$ cat src/rtl/hptt_pkg.sv
// shared widths, row layout and decision codes for the hashed page table translator
package hptt_pkg;

    localparam int VA_BITS          = 48;
    localparam int PAGE_OFFSET_BITS = 21;
    localparam int BUCKET_BITS      = 10;
    localparam int LINE_INDEX_BITS  = 11;
    localparam int PA_PAGE_BITS     = 27;
    localparam int ENTRIES_PER_LINE = 8;

    localparam int ADDR_W     = 48;
    localparam int TAG_W      = VA_BITS - PAGE_OFFSET_BITS - BUCKET_BITS;
    localparam int LINE_COUNT = 1 << LINE_INDEX_BITS;
    localparam int NFL_W      = LINE_INDEX_BITS + 1;
    localparam int ENTRY_W    = TAG_W + PA_PAGE_BITS;
    localparam int ROW_W      = ENTRIES_PER_LINE * ENTRY_W + LINE_INDEX_BITS;
    localparam int LINK_LSB   = ENTRIES_PER_LINE * ENTRY_W;
    localparam int EIDX_W     = (ENTRIES_PER_LINE > 1) ? $clog2(ENTRIES_PER_LINE) : 1;
    localparam int STATUS_W   = 2;
    localparam int S_DATA_W   = ((2 * ADDR_W + 7) / 8) * 8;
    localparam int M_DATA_W   = ((1 + ADDR_W + STATUS_W + 7) / 8) * 8;

    localparam logic [STATUS_W-1:0] STATUS_OK   = 2'd0;
    localparam logic [STATUS_W-1:0] STATUS_MISS = 2'd1;
    localparam logic [STATUS_W-1:0] STATUS_FULL = 2'd2;

    typedef enum logic [2:0] {
        DEC_HIT,
        DEC_MISS,
        DEC_INSERT,
        DEC_NEXT,
        DEC_ALLOC,
        DEC_FULL
    } decision_t;

    typedef struct packed {
        logic clear;
        logic accept;
        logic step;
        logic write_cur;
        logic alloc;
        logic load_result;
    } ctrl_t;

    typedef struct packed {
        logic      clear_last;
        logic      out_free;
        decision_t decision;
    } stat_t;

endpackage

$ cat src/rtl/hptt_controller.sv
// controller: clearing pass, request acceptance and chain walk sequencing
module hptt_controller (
    input  logic            aclk,
    input  logic            aresetn,
    input  logic            s_tvalid,
    output logic            s_tready,
    input  hptt_pkg::stat_t stat,
    output hptt_pkg::ctrl_t ctrl
);

    typedef enum logic [3:0] {
        ST_CLEAR = 4'b0001,
        ST_IDLE  = 4'b0010,
        ST_EVAL  = 4'b0100,
        ST_ALLOC = 4'b1000
    } state_t;

    state_t state_reg, state_next;

    always_comb begin
        state_next = state_reg;
        ctrl       = '0;
        s_tready   = 1'b0;
        unique case (state_reg)
            ST_CLEAR: begin
                ctrl.clear = 1'b1;
                if (stat.clear_last) begin
                    state_next = ST_IDLE;
                end
            end
            ST_IDLE: begin
                s_tready = 1'b1;
                if (s_tvalid) begin
                    ctrl.accept = 1'b1;
                    state_next  = ST_EVAL;
                end
            end
            ST_EVAL: begin
                if (stat.decision == hptt_pkg::DEC_NEXT) begin
                    ctrl.step = 1'b1;
                end else if (stat.out_free) begin
                    if (stat.decision == hptt_pkg::DEC_ALLOC) begin
                        ctrl.write_cur = 1'b1;
                        state_next     = ST_ALLOC;
                    end else begin
                        ctrl.write_cur   = (stat.decision == hptt_pkg::DEC_INSERT);
                        ctrl.load_result = 1'b1;
                        state_next       = ST_IDLE;
                    end
                end
            end
            ST_ALLOC: begin
                ctrl.alloc       = 1'b1;
                ctrl.load_result = 1'b1;
                state_next       = ST_IDLE;
            end
            default: state_next = ST_CLEAR;
        endcase
    end

    always_ff @(posedge aclk) begin
        if (!aresetn) begin
            state_reg <= ST_CLEAR;
        end else begin
            state_reg <= state_next;
        end
    end

endmodule

$ cat config.mk
export PLATFORM = sky130hd
export DESIGN_NAME = hptt_controller
export DESIGN_NICKNAME = d
export VERILOG_FILES = /design/src/rtl/hptt_pkg.sv /design/src/rtl/hptt_controller.sv
export SDC_FILE = /design/constraint.sdc
export NUM_CORES = 1
export LEC_CHECK = 0
export ABC_AREA = 0
export BUFFER_PORTS_ARGS = -buffer_cell sky130_fd_sc_hd__clkbuf_2
export CORE_AREA = 2 2 39 41
export DETAILED_ROUTE_END_ITERATION = 7
export DIE_AREA = 0 0 41 43
export HOLD_SLACK_MARGIN = 0.08
export PLACE_DENSITY = 0.48
export SLEW_MARGIN = 20
export SYNTH_ARGS = -nofsm -noshare
export SYNTH_HDL_FRONTEND = slang
export SYNTH_SLANG_ARGS = --single-unit
$ cat constraint.sdc
create_clock -name aclk -period 2.46 [get_ports aclk]
set_input_delay 0.246 -clock aclk [delete_from_list [all_inputs] [get_ports aclk]]
set_output_delay 0.246 -clock aclk [all_outputs]
set_load 0.02 [all_outputs]
==> impl_metrics.csv <==
group,metric,value,unit
routing,drcViolationCount,0,
sta,slew_headroom,0.694,
pwr,p_leak,0.180,nW
hold_path,hold_path_class,"in2reg",
cts,cts-hold-fix-buffers,0,
finish,layout.area.seq,80.1,µm²
cts,post_cts_buffers,0,
yosys,synth_top_area_cell,"dfxtp_1",
worst_setup_path,critPathRequiredTime,2210,ps
finish,final_util,0.308,
floorplanning,die-area,0.00176,mm²
pwr,ir_drop,0.185,mV
cts,tritoncts,"built",
placed_design,dp_hpwl,570,µm
worst_setup_path,startpoint,"state_reg[1]",
routing,detail-route-antenna-nets,0,
global_routing,grt.overflow.total,0,
sta,hold_violations,0,
sta,timing.final.max_slew_violations,0,
yosys,syn_avg_cell_area,8.04,µm²
sta,worst_pin_slew,453,ps
finish,fill_cells,159,
cts,ctsResizeCount,0,
cts,cts.htree.levels,1,
worst_setup_path,cp-start-kind,"flop",
yosys,synth_edf_count,0,
yosys,synth_compound_area_frac,0.198,
cts,clock_path_buffers,2,
sta,rsz0062_at_grt,"false",
yosys,yosys-mux-area-fraction,0,
finish,drive_gt1_frac,0.375,
yosys,synth_area_leaders,"dfxtp_1, nor4b_2, nor4b_4",
worst_setup_path,crit_end,"ctrl[4]",
yosys,ys_types,21,
yosys,synth_warnings,0,
placed_design,port-buffer-count,14,
yosys,synth_top_area_frac,0.249,
yosys,synth_seq_cells,4,
finish,instances_no_fill,72,
finish,largest_register_ffs,4,
sta,setup_viol,0,
finish,multiInputGateArea,223,µm²
floorplanning,core-area,0.00138,mm²
floorplanning,rows,14,
sta,fmax,0.555,GHz
cts,clk-insertion-delay-late,230,ps
routing,vias,343,
yosys,synth_top_family_by_area,"simple AND/OR/NAND/NOR gates",
yosys,ys.flop_type,"dfxtp_1",
global_routing,grt_antenna_before_repair,0,
sta,clock_skew,2.12,ps
cts,clk_pin_slew_worst_paths,40,ps
yosys,synth_nets,48,
worst_setup_path,reg2reg_to,"state_reg[1]",
global_routing,grt_use_total,0.0954,
routing,drt_iter0_drc,9,
routing,vias_per_cell,4.76,
cts,root_buffer,"clkbuf_4",
routing,drtPass1Iterations,4,
pwr,power.total,0.000228,W
routing,wl,713,µm
finish,syn_to_final_growth,32.7,%
finish,antenna_cells,0,
yosys,seq_area_frac_synth,0.249,
routing,wl_per_cell,9.90,µm
placed_design,place_inst,69,
yosys,synthAdderAreaFrac,0,
yosys,async_reset_ff_frac,0,
worst_setup_path,crit_path_end_kind,"output port",
yosys,synth_simple_gate_area_share,0.440,
floorplanning,die_w,41,µm
floorplanning,io_pins,15,
cts,cts_buffers,3,
placed_design,gp_congestion,0.641,
worst_setup_path,r2r_cells,4,
sta,min_period_over_period,0.733,
worst_setup_path,r2r-start,"state_reg[1]",
run,max-cap-violations,0,
pwr,powerDensity,534,mW/mm²
finish,nNetsFinal,66,
floorplanning,initial_core_util,0.232,
floorplanning,die_h,43,µm
worst_setup_path,path_class,"reg2out",
sta,fin_setup_tns,0,ps
run_status,status,"finished, final reports clean",
yosys,synth_area,322,µm²
global_routing,grt_pass1_wl,1110,µm
worst_setup_path,crit_arrival,1560,ps
sta,period_minus_slack,1800,ps
yosys,netlist_instances,40,
sta,hold_slack,188,ps
global_routing,grt_pass1_vias,284,
worst_setup_path,r2r_setup_slack,1040,ps
worst_setup_path,cp_max_fo,9,
yosys,synth_common_cells,"dfxtp_1, nand2_1, o21ai_0",
yosys,synth_xor_area_frac,0.0545,
global_routing,grt_max_degree,10,
cts,cts_sinks,4,
[metrics by stage]
step	area (µm²)	worst slack, ps
after floorplan	322	571
after global placement	404	890
after detailed placement	404	897
after CTS	427	641
after global routing	427	531
final	427	657
[worst min-delay path by stage]
stage          startpoint  cells past startpoint            to
2_1_floorplan     aresetn                      1  state_reg[0]
5_1_grt           aresetn                      2  state_reg[0]
3_3_place_gp      aresetn                      2  state_reg[0]
3_5_place_dp      aresetn                      2  state_reg[0]
4_1_cts           aresetn                      2  state_reg[0]
6_report          aresetn                      2  state_reg[0]
[where the power goes]
| group | total [W] | internal, W | switching [W] |
|---|---|---|---|
| clock network | 0.0000808 | 0.0000545 | 0.0000263 |
| logic | 0.0000598 | 0.0000277 | 0.0000321 |
| registers | 0.0000871 | 0.0000712 | 0.0000160 |
| total | 0.000228 | 0.000153 | 0.0000743 |
[layout by cell type (no fill, tap or decap), types with 2 or more instances in the layout]
| cell | n |
|---|---|
| clkbuf_2 | 14 |
| nand2_1 | 4 |
| o21ai_0 | 4 |
| dfxtp_1 | 4 |
| nor2_1 | 3 |
| a21oi_1 | 3 |
| inv_1 | 3 |
| clkbuf_4 | 3 |
| nor4b_2 | 2 |
| and2_1 | 2 |
| nor3b_1 | 2 |
| a211oi_1 | 2 |
[area by class of cell]
type	instances	area share
Clock buffer	3	0.0528
Inverter	3	0.0264
Multi-Input combinational cell	32	0.522
Sequential cell	4	0.188
Tap cell	16	0.0469
Timing Repair Buffer	14	0.164
[routing by layer]
layer | routed length, µm | part of all wire | track usage
met1 | 332 | 0.47 | 0.116
met4 | 0 | 0 | 0.0400
met3 | 58 | 0.081 | 0.0681
met2 | 323 | 0.45 | 0.125
met5 | 0 | 0 | 0
[critical path, stage by stage, from the launching register on]
cell and delay (ps):
dfxtp_1 540, nor4b_1 430, and2_1 190, clkbuf_2 160
[logic make-up after synthesis]
| group | Yosys count |
|---|---|
| AO/OA/AOI/OAI | 11 |
| buffers and inverters | 4 |
| XOR/XNOR | 2 |
| flip-flops | 4 |
| AND/OR/NAND/NOR | 19 |
Power figures use the tool's default switching activity.
